File: src/gwc_pkg.sv
// shared types, widths and register codes for the gravity wrench compensation block
package gwc_pkg;

    localparam int DATA_W    = 24;
    localparam int COM_W     = 20;
    localparam int QUAT_W    = 16;
    localparam int QUO_W     = 24;
    localparam int DEN_W     = 34;
    localparam int NUM_W     = DEN_W + QUO_W;
    localparam int CFG_IDX_W = 2;

    localparam logic [CFG_IDX_W-1:0] CFG_TOOL_WEIGHT = 2'd0;
    localparam logic [CFG_IDX_W-1:0] CFG_COM_X       = 2'd1;
    localparam logic [CFG_IDX_W-1:0] CFG_COM_Y       = 2'd2;
    localparam logic [CFG_IDX_W-1:0] CFG_COM_Z       = 2'd3;

    typedef struct packed {
        logic signed [15:0] quat_x;
        logic signed [15:0] quat_y;
        logic signed [15:0] quat_z;
        logic signed [15:0] quat_w;
        logic               orient_valid;
        logic signed [23:0] ext_force_x;
        logic signed [23:0] ext_force_y;
        logic signed [23:0] ext_force_z;
        logic signed [23:0] ext_torque_x;
        logic signed [23:0] ext_torque_y;
        logic signed [23:0] ext_torque_z;
    } item_t;

    typedef struct packed {
        logic signed [23:0] comp_force_x;
        logic signed [23:0] comp_force_y;
        logic signed [23:0] comp_force_z;
        logic signed [23:0] comp_torque_x;
        logic signed [23:0] comp_torque_y;
        logic signed [23:0] comp_torque_z;
        logic signed [23:0] grav_force_x;
        logic signed [23:0] grav_force_y;
        logic signed [23:0] grav_force_z;
        logic signed [23:0] grav_torque_x;
        logic signed [23:0] grav_torque_y;
        logic signed [23:0] grav_torque_z;
    } result_t;

endpackage

File: src/gwc_div_pipe.sv
// pipelined restoring divider, one quotient bit per stage
module gwc_div_pipe (
    input  logic                        clk,
    input  logic                        en,
    input  logic [gwc_pkg::NUM_W-1:0]   num,
    input  logic [gwc_pkg::DEN_W-1:0]   den,
    output logic [gwc_pkg::QUO_W-1:0]   quo
);
    import gwc_pkg::*;

    logic [DEN_W-1:0] rem_reg [QUO_W];
    logic [QUO_W-1:0] low_reg [QUO_W];
    logic [QUO_W-1:0] quo_reg [QUO_W];
    logic [DEN_W-1:0] den_reg [QUO_W];

    genvar k;
    generate
        for (k = 0; k < QUO_W; k++)
        begin : g_step
            logic [DEN_W-1:0] rem_in;
            logic [DEN_W-1:0] den_in;
            logic [QUO_W-1:0] low_in;
            logic [QUO_W-1:0] quo_in;
            logic [DEN_W:0]   trial;
            logic [DEN_W:0]   diff;
            logic             ge;
            logic [DEN_W-1:0] rem_next;

            if (k == 0)
            begin : g_first
                assign rem_in = num[NUM_W-1:QUO_W];
                assign low_in = num[QUO_W-1:0];
                assign quo_in = '0;
                assign den_in = den;
            end
            else
            begin : g_rest
                assign rem_in = rem_reg[k-1];
                assign low_in = low_reg[k-1];
                assign quo_in = quo_reg[k-1];
                assign den_in = den_reg[k-1];
            end

            assign trial    = {rem_in, low_in[QUO_W-1]};
            assign diff     = trial - {1'b0, den_in};
            assign ge       = (trial >= {1'b0, den_in});
            assign rem_next = ge ? diff[DEN_W-1:0] : trial[DEN_W-1:0];

            always_ff @(posedge clk)
            begin
                if (en)
                begin
                    rem_reg[k] <= rem_next;
                    low_reg[k] <= {low_in[QUO_W-2:0], 1'b0};
                    quo_reg[k] <= {quo_in[QUO_W-2:0], ge};
                    den_reg[k] <= den_in;
                end
            end
        end
    endgenerate

    assign quo = quo_reg[QUO_W-1];

endmodule

File: config.mk
export PLATFORM = sky130hd
export DESIGN_NAME = gwc_div_pipe
export DESIGN_NICKNAME = d
export VERILOG_FILES = /design/src/gwc_pkg.sv /design/src/gwc_div_pipe.sv
export SDC_FILE = /design/constraint.sdc
export NUM_CORES = 2
export LEC_CHECK = 0
export BUFFER_PORTS_ARGS = -buffer_cell sky130_fd_sc_hd__clkbuf_2
export CAP_MARGIN = 20
export CORE_MARGIN = 2
export CORE_UTILIZATION = 35
export DETAILED_ROUTE_END_ITERATION = 7
export SLEW_MARGIN = 20
export SYNTH_ARGS = -nofsm -noshare
export SYNTH_HDL_FRONTEND = slang
export SYNTH_SLANG_ARGS = --single-unit
File: constraint.sdc
create_clock -name clk -period 4.1 [get_ports clk]
set_clock_uncertainty 0.1 [all_clocks]
set_input_delay 0.205 -clock clk [delete_from_list [all_inputs] [get_ports clk]]
set_output_delay 0.205 -clock clk [all_outputs]
set_load 0.01 [all_outputs]
==> out/metrics.json <==
{
  "outcome": {"value": "finished clean"},
  "num_io_pins": {"value": 118},
  "dr_wl_cell": {"value": 17.8, "unit": "um"},
  "antenna_found_initial": {"value": 5},
  "critPathTopFamily": {"value": "compound AO/OA/AOI/OAI gates"},
  "remaining_drc_errors": {"value": 0},
  "synth_edf_count": {"value": 2140},
  "crit_buf_inv": {"value": 3},
  "timing.critical_path.to_type": {"value": "register"},
  "grt.overflow.total": {"value": 0},
  "placementRows": {"value": 212},
  "via_cell_ratio": {"value": 5.05},
  "total_number_of_vias": {"value": 78407},
  "timing.rr.end": {"value": "rem_reg[5][64]$_DFFE_PP_"},
  "layout_commonest_cell": {"value": "edfxtp_1"},
  "htree_levels": {"value": 4},
  "worst_pin_slew": {"value": 1.03, "unit": "ns"},
  "timing.critical_path.cells": {"value": "inv_1, ha_1, inv_1, fa_1, a21o_1, a221oi_2, nor2_1, o41ai_2, buf_4, o211ai_1, o41ai_4, o21ai_1, a41oi_1, xor2_1, o21ai_1"},
  "power_per_standard_cell_area": {"value": 786, "unit": "nW/um2"},
  "worst-r2r-setup-slack": {"value": 0.11, "unit": "ns"},
  "final_util": {"value": 40.5, "unit": "%"},
  "sw_frac_of_total": {"value": 37.8, "unit": "%"},
  "final_design_area_no_fill": {"value": 135000, "unit": "um2"},
  "initial_utilization": {"value": 35.2, "unit": "%"},
  "postPlaceCellArea": {"value": 125000, "unit": "um2"},
  "p_leak": {"value": 54.4, "unit": "nW"},
  "setup-violations-final": {"value": 0},
  "hp-class": {"value": "in -> reg"},
  "whs": {"value": 0.0437, "unit": "ns"},
  "ir_worst_vdd": {"value": 0.456, "unit": "mV"},
  "drt-total-wl": {"value": 276000, "unit": "um"},
  "mapped_area": {"value": 117000, "unit": "um2"},
  "power_report.internal_total": {"value": 66.0, "unit": "mW"},
  "p_comb_share": {"value": 46.2, "unit": "%"},
  "time_the_worst_path_needs_with_i_o_delays_and_setup": {"value": 3.99, "unit": "ns"},
  "count_of_cell_instances_traversed_by_the_critical_path": {"value": 15},
  "worst_skew_pair.late_latency": {"value": 0.94, "unit": "ns"},
  "tritoncts_clock_tree": {"value": "done"},
  "required": {"value": 4.60, "unit": "ns"},
  "cts_buffer_depth": {"value": 4},
  "maxSlewHeadroom": {"value": 29.7, "unit": "%"},
  "ys_ff_latch": {"value": 2140},
  "die_footprint": {"value": 340000, "unit": "um2"},
  "buffer_ports.inserted": {"value": 117},
  "netlist_instances": {"value": 10379},
  "synth_fp_nets": {"value": 11312},
  "r2r_cells": {"value": 15},
  "r2r_start": {"value": "low_reg[5][22]$_DFFE_PP_"},
  "pwr-share-seq": {"value": 33.5, "unit": "%"},
  "grt_first_pass_wirelength": {"value": 429000, "unit": "um"},
  "fmax": {"value": 251, "unit": "MHz"},
  "final_max_slew_viol_count": {"value": 0},
  "synth.yosys.seq_area_share": {"value": 54.8, "unit": "%"},
  "max_cap_violations": {"value": 0},
  "layout.area.seq": {"value": 64300, "unit": "um2"},
  "worst_setup_path_start_kind": {"value": "register"},
  "crit_path_end": {"value": "rem_reg[5][64]$_DFFE_PP_"},
  "gpl.final_weighted_congestion": {"value": 0.932},
  "dr.first_iter.drc_count": {"value": 4777},
  "vias_in_the_first_global_route": {"value": 77874},
  "grt_usage": {"value": 15.9, "unit": "%"},
  "synth.lib_cells_used.distinct": {"value": 104},
  "clkPwrFrac": {"value": 20.3, "unit": "%"},
  "layout_worst_path_cycle_share": {"value": 97.3, "unit": "%"},
  "n_fill_cell": {"value": 31725},
  "drive_gt1_share": {"value": 10.0, "unit": "%"},
  "cts-buffers-inserted": {"value": 235},
  "multi_input_area": {"value": 47800, "unit": "um2"},
  "grt_max_degree": {"value": 112},
  "syn_to_final_growth": {"value": 15.0, "unit": "%"},
  "critical_path_class": {"value": "reg -> reg"},
  "switchingPower": {"value": 40.1, "unit": "mW"},
  "core": {"value": 333000, "unit": "um2"},
  "detail_route.first_pass.iterations": {"value": 6},
  "tritoncts_num_sinks": {"value": 2140},
  "cp_data_arrival_time": {"value": 4.49, "unit": "ns"},
  "postSynth.asyncResetShare": {"value": 0, "unit": "%"},
  "root_buffer": {"value": "clkbuf_16"},
  "path_max_fanout": {"value": 3},
  "antenna_left": {"value": 0},
  "largest_incremental_delay_on_the_critical_path": {"value": 0.43, "unit": "ns"},
  "crit_path_top_delay_cell": {"value": "o41ai_4"},
  "fp.dieH": {"value": 583, "unit": "um"},
  "synth.avg_cell_area": {"value": 11.3, "unit": "um2"},
  "timing.final.hold_violations": {"value": 0},
  "die_w": {"value": 583, "unit": "um"},
  "yosys_most_used_dff": {"value": "edfxtp_1"},
  "clkSlewWorstSetupHoldPaths": {"value": 0.06, "unit": "ns"},
  "dp_hpwl": {"value": 211000, "unit": "um"},
  "num-nets-final": {"value": 11879},
  "rsz0062_at_grt": {"value": "no"},
  "ys_warn_count": {"value": 0},
  "crit_path_start": {"value": "low_reg[5][22]$_DFFE_PP_"},
  "layout.cells.most_common_list": {"value": "2140 x edfxtp_1, 1052 x inv_1, 939 x a21oi_1"}
}
synth_stat cells, drive strengths merged (20+ instances only):
| library cell | instances | area (um2) |
|---|---|---|
| nand2 | 815 | 3060 |
| or2 | 21 | 131 |
| xor2 | 281 | 2460 |
| a21o | 428 | 3210 |
| ha | 816 | 10200 |
| nand2b | 72 | 450 |
| a21boi | 20 | 150 |
| nor2 | 590 | 2210 |
| a211oi | 76 | 591 |
| a41oi | 23 | 209 |
| nand4 | 130 | 813 |
| buf | 107 | 649 |
| o21ai | 724 | 3690 |
| o31ai | 59 | 458 |
| xnor2 | 409 | 3580 |
| clkbuf | 195 | 737 |
| nor4 | 33 | 206 |
| nor3 | 109 | 551 |
| a31o | 23 | 201 |
| nand3 | 178 | 891 |
| a31oi | 96 | 649 |
| o41ai | 21 | 255 |
| and2 | 33 | 206 |
| nor2b | 84 | 526 |
| a21oi | 943 | 4730 |
| o21bai | 117 | 878 |
| o21a | 92 | 691 |
| a221oi | 24 | 229 |
| edfxtp | 2140 | 64300 |
| fa | 23 | 460 |
| and3 | 76 | 475 |
| o211ai | 50 | 375 |
| mux2 | 203 | 2340 |
| inv | 1053 | 3950 |
| or3 | 38 | 238 |
per-layer routing:
metal / share of wire, % / global-route usage [%] / vias up
li1: - / - / 39189
met1: 40 / 17.8 / 37218
met2: 52 / 29.7 / 1426
met3: 3.3 / 1.90 / 572
met4: 4.9 / 7.22 / 2
met5: 0.0047 / 0 / -
final cells by class:
cell class | count | share of cell area, %
Antenna cell | 3 | 0.00557
Sequential cell | 2140 | 47.6
Timing Repair Buffer | 632 | 4.06
Multi-Input combinational cell | 6884 | 35.4
Clock buffer | 271 | 4.48
Tap cell | 4387 | 4.07
Inverter | 1053 | 2.93
Clock inverter | 159 | 1.37
repair_timing:
action / 4_1_cts / 5_1_grt
hold buffers: 188 / 0
setup buffers: 1 / 2
pin swaps: 1 / 2
setup endpoints to repair: 3 / 44
endpoints found under the hold margin: 463 / 0
resized for setup: 0 / 11
gates cloned: 0 / 0
power by group through the flow:
| stage | Combinational (mW) | Sequential [mW] | Clock, mW |
|---|---|---|---|
| detailed placement | 48.3 | 36.0 | 0 |
| finish | 49.0 | 35.5 | 21.5 |
| floorplan | 35.7 | 34.1 | 0 |
| global route | 54.3 | 36.0 | 23.1 |
| CTS | 48.8 | 35.6 | 22.3 |
| global placement | 48.1 | 36.0 | 0 |
metrics by stage:
| step | total power, mW | cells | setup WS [ns] | TNS, ns |
|---|---|---|---|---|
| after detailed placement | 84.3 | 14905 | -0.0220 | -0.0220 |
| after floorplan | 69.9 | 10379 | 0.585 | 0 |
| final | 106 | 15529 | 0.112 | 0 |
| after global routing | 113 | 15527 | 0.00161 | 0 |
| after global placement | 84.1 | 14905 | 0.0850 | 0 |
| after CTS | 107 | 15524 | 0.0986 | 0 |
cell families after synthesis:
family	share of synthesized area [%]
AO/OA/AOI/OAI	15.3
AND/OR/NAND/NOR	8.94
flip-flops	54.8
buffers and inverters	4.55
adder cells (fa/ha/maj)	9.10
XOR/XNOR	5.15
multiplexers	2.16
worst min path at each step:
stage | startpoint | end | slack, ns | cells past startpoint
global route | num[17] | low_reg[0][17]$_DFFE_PP_ | 0.06 | 2
floorplan | den[0] | den_reg[0][0]$_DFFE_PP_ | 0.20 | 0
detailed placement | num[13] | low_reg[0][13]$_DFFE_PP_ | 0.28 | 1
global placement | num[0] | low_reg[0][0]$_DFFE_PP_ | 0.28 | 1
CTS | num[24] | rem_reg[0][1]$_DFFE_PP_ | 0.002 | 3
finish | num[17] | low_reg[0][17]$_DFFE_PP_ | 0.04 | 2
Power figures use the tool's default switching activity.
